===== src/rtl/ffha_pkg.sv =====
// shared types, codes and defaults for the first-fit heap allocator
package ffha_pkg;

   localparam int ARENA_BYTES_DEF  = 256;
   localparam int HEADER_BYTES_DEF = 25;
   localparam int MAX_BLOCKS_DEF   = 16;

   localparam int BYTE_W   = 8;
   localparam int STATUS_W = 2;
   localparam int OP_W     = 3;

   typedef logic [BYTE_W-1:0]   byte_type;
   typedef logic [STATUS_W-1:0] status_type;
   typedef logic [OP_W-1:0]     op_type;

   localparam status_type ST_OK        = 2'd0;
   localparam status_type ST_NO_SPACE  = 2'd1;
   localparam status_type ST_ZERO_SIZE = 2'd2;
   localparam status_type ST_NOT_FOUND = 2'd3;

   localparam logic ACT_ALLOC   = 1'b0;
   localparam logic ACT_RELEASE = 1'b1;

   // datapath operations issued by the controller
   localparam op_type OP_NONE       = 3'd0;
   localparam op_type OP_LOAD       = 3'd1;
   localparam op_type OP_STEP       = 3'd2;
   localparam op_type OP_GRANT      = 3'd3;
   localparam op_type OP_FREE       = 3'd4;
   localparam op_type OP_MERGE_NEXT = 3'd5;
   localparam op_type OP_MERGE_PREV = 3'd6;

   typedef struct packed {
      byte_type offset;
      byte_type size;
      logic     used;
   } entry_type;

   typedef struct packed {
      op_type     op;
      logic       respond;
      status_type status;
   } cmd_type;

   typedef struct packed {
      logic is_release;
      logic zero_size;
      logic at_end;
      logic fits;
      logic addr_hit;
      logic next_free;
      logic prev_free;
   } stat_type;

endpackage


===== src/rtl/ffha_ctrl.sv =====
// controller state machine: walks the block table and sequences split and merge steps
module ffha_ctrl (
   input  logic               clock,
   input  logic               reset,
   input  logic               start,
   output logic               busy,
   input  ffha_pkg::stat_type stat,
   output ffha_pkg::cmd_type  cmd
);
   import ffha_pkg::*;

   localparam logic [2:0] S_IDLE  = 3'd0;
   localparam logic [2:0] S_SCAN  = 3'd1;
   localparam logic [2:0] S_GRANT = 3'd2;
   localparam logic [2:0] S_NEXT  = 3'd3;
   localparam logic [2:0] S_PREV  = 3'd4;

   logic [2:0] state_ff;
   logic [2:0] state_in;

   always_comb begin
      state_in    = state_ff;
      cmd.op      = OP_NONE;
      cmd.respond = 1'b0;
      cmd.status  = ST_OK;
      unique case (state_ff)
         S_IDLE: begin
            if (start) begin
               cmd.op   = OP_LOAD;
               state_in = S_SCAN;
            end
         end
         S_SCAN: begin
            priority if (!stat.is_release && stat.zero_size) begin
               cmd.respond = 1'b1;
               cmd.status  = ST_ZERO_SIZE;
               state_in    = S_IDLE;
            end else if (stat.at_end) begin
               cmd.respond = 1'b1;
               cmd.status  = stat.is_release ? ST_NOT_FOUND : ST_NO_SPACE;
               state_in    = S_IDLE;
            end else if (!stat.is_release && stat.fits) begin
               // hold the index; the split math runs next cycle
               state_in = S_GRANT;
            end else if (stat.is_release && stat.addr_hit) begin
               cmd.op   = OP_FREE;
               state_in = S_NEXT;
            end else begin
               cmd.op = OP_STEP;
            end
         end
         S_GRANT: begin
            cmd.op      = OP_GRANT;
            cmd.respond = 1'b1;
            state_in    = S_IDLE;
         end
         S_NEXT: begin
            if (stat.next_free) begin
               cmd.op = OP_MERGE_NEXT;
            end
            state_in = S_PREV;
         end
         S_PREV: begin
            if (stat.prev_free) begin
               cmd.op = OP_MERGE_PREV;
            end
            cmd.respond = 1'b1;
            state_in    = S_IDLE;
         end
         default: begin
            state_in = S_IDLE;
         end
      endcase
   end

   always_ff @(posedge clock) begin
      if (reset) begin
         state_ff <= S_IDLE;
      end else begin
         state_ff <= state_in;
      end
   end

   assign busy = (state_ff != S_IDLE);

endmodule


===== src/rtl/ffha_dpath.sv =====
// datapath: block table, walk index, split and merge arithmetic, result register
module ffha_dpath #(
   parameter int ARENA_BYTES  = ffha_pkg::ARENA_BYTES_DEF,
   parameter int HEADER_BYTES = ffha_pkg::HEADER_BYTES_DEF,
   parameter int MAX_BLOCKS   = ffha_pkg::MAX_BLOCKS_DEF
) (
   input  logic                 clock,
   input  logic                 reset,
   input  logic                 req_action,
   input  ffha_pkg::byte_type   req_request_size,
   input  ffha_pkg::byte_type   req_release_address,
   input  ffha_pkg::cmd_type    cmd,
   output ffha_pkg::stat_type   stat,
   output logic                 rsp_valid,
   output ffha_pkg::status_type rsp_status,
   output ffha_pkg::byte_type   rsp_address
);
   import ffha_pkg::*;

   localparam int IDX_W = $clog2(MAX_BLOCKS + 1);
   localparam byte_type HDR       = BYTE_W'(HEADER_BYTES);
   localparam byte_type INIT_SIZE = BYTE_W'(ARENA_BYTES - HEADER_BYTES);
   localparam logic [IDX_W-1:0] MAX_CNT = IDX_W'(MAX_BLOCKS);
   localparam logic [IDX_W-1:0] ONE     = IDX_W'(1);

   entry_type        tbl_ff [MAX_BLOCKS];
   entry_type        tbl_in [MAX_BLOCKS];
   entry_type        shl    [MAX_BLOCKS];
   entry_type        shr    [MAX_BLOCKS];
   logic [IDX_W-1:0] count_ff, count_in;
   logic [IDX_W-1:0] idx_ff;
   logic [IDX_W-1:0] hit_ff;
   entry_type        prev_ff;
   byte_type         cur_ff;
   logic             act_ff;
   byte_type         size_ff;
   byte_type         addr_ff;
   logic             rsp_valid_ff;
   status_type       rsp_status_ff;
   byte_type         rsp_address_ff;

   entry_type rd;
   byte_type  rest;
   logic      split;
   byte_type  new_off;
   byte_type  new_size;
   byte_type  next_sum;
   byte_type  prev_sum;

   // single read port at the walk index
   always_comb begin
      rd = '0;
      for (int i = 0; i < MAX_BLOCKS; i++) begin
         if (idx_ff == IDX_W'(i)) begin
            rd = tbl_ff[i];
         end
      end
   end

   // neighbor views of the table for insert and remove
   always_comb begin
      for (int i = 0; i < MAX_BLOCKS - 1; i++) begin
         shl[i] = tbl_ff[i + 1];
      end
      shl[MAX_BLOCKS-1] = '0;
      shr[0] = '0;
      for (int i = 1; i < MAX_BLOCKS; i++) begin
         shr[i] = tbl_ff[i - 1];
      end
   end

   assign rest     = rd.size - size_ff;
   assign split    = (rest > HDR) && (count_ff < MAX_CNT);
   assign new_off  = byte_type'(rd.offset + size_ff + HDR);
   assign new_size = rest - HDR;
   assign next_sum = byte_type'(cur_ff + rd.size + HDR);
   assign prev_sum = byte_type'(prev_ff.size + cur_ff + HDR);

   assign stat.is_release = (act_ff == ACT_RELEASE);
   assign stat.zero_size  = (size_ff == '0);
   assign stat.at_end     = (idx_ff >= count_ff);
   assign stat.fits       = !rd.used && (rd.size >= size_ff);
   assign stat.addr_hit   = (rd.offset == addr_ff);
   assign stat.next_free  = (idx_ff < count_ff) && !rd.used;
   assign stat.prev_free  = (hit_ff != '0) && !prev_ff.used;

   always_comb begin
      tbl_in   = tbl_ff;
      count_in = count_ff;
      unique case (cmd.op)
         OP_GRANT: begin
            for (int i = 0; i < MAX_BLOCKS; i++) begin
               if (IDX_W'(i) == idx_ff) begin
                  tbl_in[i].used = 1'b1;
                  if (split) begin
                     tbl_in[i].size = size_ff;
                  end
               end else if (split && (IDX_W'(i) == idx_ff + ONE)) begin
                  tbl_in[i].offset = new_off;
                  tbl_in[i].size   = new_size;
                  tbl_in[i].used   = 1'b0;
               end else if (split && (IDX_W'(i) > idx_ff + ONE)) begin
                  tbl_in[i] = shr[i];
               end
            end
            if (split) begin
               count_in = count_ff + ONE;
            end
         end
         OP_FREE: begin
            for (int i = 0; i < MAX_BLOCKS; i++) begin
               if (IDX_W'(i) == idx_ff) begin
                  tbl_in[i].used = 1'b0;
               end
            end
         end
         OP_MERGE_NEXT: begin
            // successor sits at the walk index, freed block at the hit index
            for (int i = 0; i < MAX_BLOCKS; i++) begin
               if (IDX_W'(i) >= idx_ff) begin
                  tbl_in[i] = shl[i];
               end else if (IDX_W'(i) == hit_ff) begin
                  tbl_in[i].size = next_sum;
               end
            end
            count_in = count_ff - ONE;
         end
         OP_MERGE_PREV: begin
            for (int i = 0; i < MAX_BLOCKS; i++) begin
               if (IDX_W'(i) >= hit_ff) begin
                  tbl_in[i] = shl[i];
               end else if (IDX_W'(i) + ONE == hit_ff) begin
                  tbl_in[i].size = prev_sum;
               end
            end
            count_in = count_ff - ONE;
         end
         default: begin
         end
      endcase
   end

   always_ff @(posedge clock) begin
      if (reset) begin
         for (int i = 1; i < MAX_BLOCKS; i++) begin
            tbl_ff[i] <= '0;
         end
         tbl_ff[0]    <= '{offset: HDR, size: INIT_SIZE, used: 1'b0};
         count_ff     <= ONE;
         rsp_valid_ff <= 1'b0;
      end else begin
         tbl_ff       <= tbl_in;
         count_ff     <= count_in;
         rsp_valid_ff <= cmd.respond;
      end
   end

   always_ff @(posedge clock) begin
      unique case (cmd.op)
         OP_LOAD: begin
            act_ff  <= req_action;
            size_ff <= req_request_size;
            addr_ff <= req_release_address;
            idx_ff  <= '0;
            prev_ff <= '0;
         end
         OP_STEP: begin
            prev_ff <= rd;
            idx_ff  <= idx_ff + ONE;
         end
         OP_FREE: begin
            hit_ff <= idx_ff;
            cur_ff <= rd.size;
            idx_ff <= idx_ff + ONE;
         end
         OP_MERGE_NEXT: begin
            cur_ff <= next_sum;
         end
         default: begin
         end
      endcase
      if (cmd.respond) begin
         rsp_status_ff <= cmd.status;
         if (cmd.status != ST_OK) begin
            rsp_address_ff <= '0;
         end else if (act_ff == ACT_RELEASE) begin
            rsp_address_ff <= addr_ff;
         end else begin
            rsp_address_ff <= rd.offset;
         end
      end
   end

   assign rsp_valid   = rsp_valid_ff;
   assign rsp_status  = rsp_status_ff;
   assign rsp_address = rsp_address_ff;

endmodule


===== src/rtl/first_fit_heap_allocator.sv =====
// top level of the first-fit heap allocator with split and coalesce
//
//  channel   ports                                         transfer when
//  request   start, busy, req_action, req_request_size,    start && !busy
//            req_release_address
//  response  rsp_valid, rsp_status, rsp_address            rsp_valid (one cycle)
//
// the controller walks the block table one entry per cycle through a single read port.
// an allocate answers after the scan and a grant step, a release after the free and
// both merge steps, a miss after a full walk, a zero size is refused at the first scan step.
// busy falls in the strobe cycle, so the next request can transfer there.
// synchronous reset restores the arena to one free block; no clearing pass is needed.
// the response cannot be held off: rsp_* are valid for the strobe cycle only.
module first_fit_heap_allocator #(
   parameter int ARENA_BYTES  = ffha_pkg::ARENA_BYTES_DEF,
   parameter int HEADER_BYTES = ffha_pkg::HEADER_BYTES_DEF,
   parameter int MAX_BLOCKS   = ffha_pkg::MAX_BLOCKS_DEF
) (
   input  logic                 clock,
   input  logic                 reset,
   input  logic                 start,
   output logic                 busy,
   input  logic                 req_action,
   input  ffha_pkg::byte_type   req_request_size,
   input  ffha_pkg::byte_type   req_release_address,
   output logic                 rsp_valid,
   output ffha_pkg::status_type rsp_status,
   output ffha_pkg::byte_type   rsp_address
);
   import ffha_pkg::*;

   cmd_type  cmd;
   stat_type stat;

   ffha_ctrl u_ctrl (
      .clock (clock),
      .reset (reset),
      .start (start),
      .busy  (busy),
      .stat  (stat),
      .cmd   (cmd)
   );

   ffha_dpath #(
      .ARENA_BYTES  (ARENA_BYTES),
      .HEADER_BYTES (HEADER_BYTES),
      .MAX_BLOCKS   (MAX_BLOCKS)
   ) u_dpath (
      .clock               (clock),
      .reset               (reset),
      .req_action          (req_action),
      .req_request_size    (req_request_size),
      .req_release_address (req_release_address),
      .cmd                 (cmd),
      .stat                (stat),
      .rsp_valid           (rsp_valid),
      .rsp_status          (rsp_status),
      .rsp_address         (rsp_address)
   );

endmodule


===== config.mk =====
export PLATFORM = sky130hd
export DESIGN_NAME = first_fit_heap_allocator
export DESIGN_NICKNAME = d
export VERILOG_FILES = /design/src/rtl/ffha_pkg.sv /design/src/rtl/ffha_ctrl.sv /design/src/rtl/ffha_dpath.sv /design/src/rtl/first_fit_heap_allocator.sv
export SDC_FILE = /design/constraint.sdc
export NUM_CORES = 2
export LEC_CHECK = 0
export ABC_AREA = 1
export ABC_CLOCK_PERIOD_IN_PS = 6800
export BUFFER_PORTS_ARGS = -buffer_cell sky130_fd_sc_hd__buf_4
export CORE_ASPECT_RATIO = 0.75
export CORE_MARGIN = 2
export CORE_UTILIZATION = 42
export CTS_BUF_LIST = sky130_fd_sc_hd__clkbuf_4 sky130_fd_sc_hd__clkbuf_8
export DETAILED_ROUTE_END_ITERATION = 10
export GPL_ROUTABILITY_DRIVEN = 0
export SLEW_MARGIN = 30
export SYNTH_ARGS = -nofsm -noshare
export SYNTH_HDL_FRONTEND = slang
export SYNTH_SLANG_ARGS = --single-unit

===== constraint.sdc =====
create_clock -name clock -period 6.8 [get_ports clock]
set_input_delay 0.34 -clock clock [delete_from_list [all_inputs] [get_ports clock]]
set_output_delay 0.34 -clock clock [all_outputs]
set_load 0.05 [all_outputs]

After elaboration in Yosys (flattened, before gate mapping). Index checks and enable logic that the tools add are counted.

Register bits: 335. Bits of input ports: 20. Logic and storage cells: 735. Output and inout port bits: 12.

Reduce and logical (&&, ||, !) cells: 109. Eq/ne operators: 219. Add/sub/neg operators: 11. $lt $le $gt $ge: 53. Multiplexer cells: 282.

Operators by type and width (count): two-way mux 8 bit (114); two-way mux 17 bit (48); case mux 16 bit (3 select lines) (16); AND reduction 5 bit (48); two-way mux 9 bit (16); inequality test 3 x 1 -> 1 bit, second input constant (48); equality test 4 x 5 -> 1 bit, first input constant (24); inequality test 2 x 1 -> 1 bit, second input constant (49); greater-or-equal comparator 4 x 5 -> 1 bit, first input constant (16); inequality test 4 x 1 -> 1 bit, second input constant (16); case mux 1 bit (4 select lines) (16); equality test 3 x 5 -> 1 bit, first input constant (12); two-way mux 1 bit (49); inequality test 3 x 2 -> 1 bit, second input constant (16); equality test 5 x 4 -> 1 bit, second input constant (8); greater-or-equal comparator 3 x 5 -> 1 bit, first input constant (8); greater-than comparator 4 x 5 -> 1 bit, first input constant (8); logical AND 1 bit (39); two-way mux 3 bit (13); inequality test 2 bit, second input constant (17); equality test 2 x 5 -> 1 bit, first input constant (6); adder 8 x 5 -> 8 bit, second input constant (3); adder 8 bit (3); equality test 5 x 3 -> 1 bit, second input constant (4); other kinds (41) (77).

Logic depth before layout (Yosys ltp).
Word-level depth: 28. Gate-level depth with buffers: 48. Depth with buffers taken out: 45.

Cells and area by module. From an unflattened synthesis, not the netlist that was laid out.

Cells, all modules: 4736. Area total of the unflattened synthesis: 28364.7 um^2.

By module, submodules not included: ffha_dpath (cells each 4692, instances 1, area an instance 28086.9 um^2, sequential area each 7186.9 um^2); ffha_ctrl (cells each 44, instances 1, area an instance 277.8 um^2, sequential area each 60.1 um^2).

Worst setup path after synthesis. OpenSTA, ideal clock, no wires.

Path kind: register -> register. Start: register u_dpath.idx_ff[0]. End: register u_dpath.tbl_ff, in the netlist u_dpath.shl[41]. Arrival: 5.932 ns. Cell stages (with the launch flop): 44. Setup time: 0.113 ns. Path buffers: 4. Clock period less this slack: 6.045 ns. Setup slack: 0.755 ns. Data required time: 6.687 ns. Cells stage by stage: edfxtp_1 -> inv_2 -> buf_1 -> ha_1 -> inv_1 -> nor2_1 -> nand2_1 -> clkbuf_1 -> clkbuf_1 -> o21ai_0 -> o221ai_1 -> o21ai_0 -> o21ai_0 -> o21ai_0 -> nand2_1 -> o211ai_1 -> nand2_1 -> o21ai_0 -> [... 8 more ...] -> nand2_1 -> a21oi_2 -> nor2_1 -> o21ai_1 -> nand2_1 -> xor2_1 -> o211ai_1 -> nand2_2 -> inv_2 -> nand3_2 -> inv_2 -> or2_1 -> o22ai_1 -> nand3b_1 -> buf_2 -> nand2_1 -> nand2_1 -> nor2_1.

RTL lines: from (decl) (RTL line ffha_dpath.sv:31) `logic [IDX_W-1:0] idx_ff;`; from (signal assigned) (RTL line ffha_dpath.sv:169) `idx_ff <= idx_ff + ONE;`; from (signal assigned) (RTL line ffha_dpath.sv:174) `idx_ff <= idx_ff + ONE;`; to (signal assigned) (RTL line ffha_dpath.sv:152) `tbl_ff <= tbl_in;`; to (decl) (RTL line ffha_dpath.sv:26) `entry_type tbl_ff [MAX_BLOCKS];`.

==> flow_summary.toml <==
[worst_hold_path]
hold_depth = 2
min_from = "req_request_size[0]"
holdCritPathClass = "primary input to flip-flop"

[critical_path]
crit_fanout = 16
startpoint_type = "flip-flop"
slowest_delay_ns = 0.49
startpoint = "u_dpath.idx_ff[4]"
cp_common_cell = "nand2_1"
reg2reg_depth = 47
crit_path_end_kind = "flip-flop"
worstPathRequired_ns = 7.43
r2r_start = "u_dpath.idx_ff[4]"
cpMaxStageDelayCell = "edfxtp_1"
path_class = "flip-flop to flip-flop"
worstPathArrival_ns = 7.15

[cts]
clk_latency_ns = 0.76
clockRootBuffer = "clkbuf_8"
htreeDepth = 2
cts.sinks = 335
cts_made_buffers = 61
clk_pin_slew_worst_paths_ns = 0.07
cts_tree = "built"
clockBufferDepth = 3

[layout]
drive_gt1_share_pct = 9.40
post-route-util_pct = 47.1
finalNonFillerCells = 5719
area_growth_pct = 10.9
nNetsFinal = 4866

[detailed_routing]
wl_per_cell_um = 20.4
initialDrtViolationCount = 4517
routed_wl_um = 117000
vias = 32700
first_pass_iters = 7
antenna_left = 0
viasPerCell = 5.71
drc = 0

[global_routing]
grt_pass1_wl_um = 176000
grt_usage_pct = 32.1
grt_pass1_vias = 28000
antenna_found_initial = 4
grt_overflow = 0
grt_max_degree = 109

[pwr]
comb_power_share_pct = 46.4
p_int_mw = 4.10
power.total_mw = 7.91
p_clk_share_pct = 25.9
switching_share_pct = 48.1
p_sw_mw = 3.81
ir_drop_mv = 0.183
leakagePower_nw = 13.7
power_frac_seq_pct = 27.7
powerDensity_mw_per_mm2 = 251

[synth]
synth_area_per_cell_sq_um = 5.92
ys_types = 58
syn_inst = 4797
synth-edff-count = 54
syn-num-nets = 4884
synthArstFlopShare_pct = 0
synth_ff_type = "dfxtp_1"
synth_area_sq_mm = 0.0284
synth-seq-cells = 335
yosysWarningCount = 0
ys_seq_area_share_pct = 25.5

[placement]
dp_worst_setup_slack_ns = 0.157
portBuffers = 31
hpwlAfterDp_um = 84800
dp.cells = 5560

[timing]
fin_crit_ns = 6.52
hold_ws_ns = 0.315
skew_ns = 0.0713
fin_crit_sh_pct = 95.8
fmax_ghz = 0.153
tightest_slew_ns = 0.950
hold_viol_final = 0
rsz0062_at_grt = "yes"
setup_viol = 0
fin_ws_ns = 0.283
drv_slew = 0
relSlewSlack_pct = 36.1

[run_status]
outcome = "complete, no violations"

[floorplanning]
pin_count = 32
rows = 82
die_area_sq_mm = 0.0698
fp.dieH_um = 229
start_util_pct = 42.5
design.core.area_sq_mm = 0.0669
die_w_um = 304

[run]
cap_violations = 0
-- sequential cells by signal (all words and copies together) (netlist names) --
name / count
u_dpath.rsp_address: 8
u_dpath.addr_ff: 8
u_dpath.cur_ff: 8
u_dpath.hit_ff: 5
u_dpath.shr: 17
u_dpath.rsp_valid: 1
u_dpath.rsp_status: 2
u_dpath.prev_ff: 9
u_dpath.size_ff: 8
u_dpath.count_ff: 5
u_dpath.shl: 255
u_ctrl.state_ff: 3
u_dpath.act_ff: 1
u_dpath.idx_ff: 5
-- synth_stat cells (17+ instances only) --
master / count / share of area (%)
a211oi_1: 38 / 1.0
a21oi_1: 453 / 8.0
buf_1: 25 / 0.33
buf_2: 70 / 1.2
clkbuf_1: 202 / 2.7
dfxtp_1: 281 / 20
edfxtp_1: 54 / 5.7
ha_1: 62 / 2.7
inv_1: 452 / 6.0
inv_2: 23 / 0.30
nand2_1: 1194 / 16
nand3_1: 180 / 3.2
nand4_1: 18 / 0.40
nor2_1: 560 / 7.4
nor2_2: 17 / 0.37
nor3_1: 28 / 0.49
o211ai_1: 171 / 4.5
o21ai_0: 688 / 12
o21ai_1: 51 / 0.90
o221ai_1: 32 / 0.99
-- area by class of cell --
| type | count | area, sq um |
|---|---|---|
| fillers | 7196 | 35400 |
| multi-input cells | 3650 | 18100 |
| flip-flops and latches | 335 | 7250 |
| repair buffers | 239 | 1960 |
| inverters | 491 | 1870 |
| well taps | 882 | 1100 |
| clock buffers | 89 | 1080 |
| clock inverters | 24 | 143 |
| diodes | 8 | 20.0 |
| repair inverters | 1 | 5.00 |
-- repair_timing --
action / 4_1_cts / 5_1_grt
endpoints found under the setup margin: 0 / 272
gates resized for setup: 0 / 48
buffers inserted: 0 / 16
hold buffers: 19 / 0
endpoints found under the hold margin: 28 / 0
-- power by group through the flow --
stage	clock, mW	combinational [mW]	sequential (mW)
after floorplan	0	1.89	2.23
after detailed placement	0	3.36	2.23
after global placement	0	3.35	2.23
after global routing	2.16	3.86	2.20
final	2.05	3.67	2.19
after CTS	2.08	3.38	2.19
-- metal layers --
metal / up-vias / global-route usage (%) / wire length, um
li1: 15900 / - / -
met3: 205 / 11.0 / 17400
met1: 14500 / 49.3 / 53600
met2: 2073 / 41.8 / 43200
met4: 2 / 7.35 / 2540
met5: - / 0 / 33
-- per-stage QoR --
stage | TNS [ns] | instance area, sq um
final | 0 | 31500
after global routing | -1.57 | 31500
after CTS | 0 | 31100
after detailed placement | 0 | 29700
after global placement | 0 | 29700
after floorplan | 0 | 28400
-- cells in the final DEF (no fill, tap or decap), types with 13 or more instances in the layout --
master            n
clkbuf_4         23
ha_1             59
o211ai_1        171
edfxtp_1         54
o21ai_1          54
a211oi_1         38
or2_2            13
clkinv_1         22
a21oi_1         452
buf_4           205
nand3_1         180
clkinv_2         14
dfxtp_1         281
inv_2            19
nor3_1           26
o21ai_0         682
nor2_1          555
nand4_1          18
nor2_2           16
dlygate4sd3_1    19
o221ai_1         32
nand2_1        1192
clkbuf_8         66
inv_1           450
-- cell families (layout without fill, tap and decap cells) --
logic type | count (synthesis) | count (layout) | synth area share, %
compound gates | 1479 | 1479 | 28.7
xor+xnor | 25 | 25 | 0.771
fa+ha+maj | 67 | 67 | 3.08
buf+inv | 813 | 844 | 11.5
flops | 335 | 335 | 25.5
other cells | 0 | 8 | 0
simple gates | 2078 | 2079 | 30.4
-- worst paths after layout --
| kind | endpoint | slack, ns |
|---|---|---|
| max reg2reg | u_dpath.shl[263] | 0.28 |
| max | u_dpath.shl[263] | 0.28 |
| min reg2reg | u_dpath.shl[109] | 0.47 |
| min | u_dpath.size_ff[0] | 0.31 |
-- worst max-delay path, delay by kind of cell, from the launching register on --
family	cells	cell delay (ns)
flip-flops	1	0.49
buffers and inverters	7	0.90
adder cells (fa/ha/maj)	1	0.31
AO/OA/AOI/OAI	16	2.17
XOR/XNOR	1	0.17
AND/OR/NAND/NOR	22	2.34
Note: power is estimated with default switching activity, not from simulation.
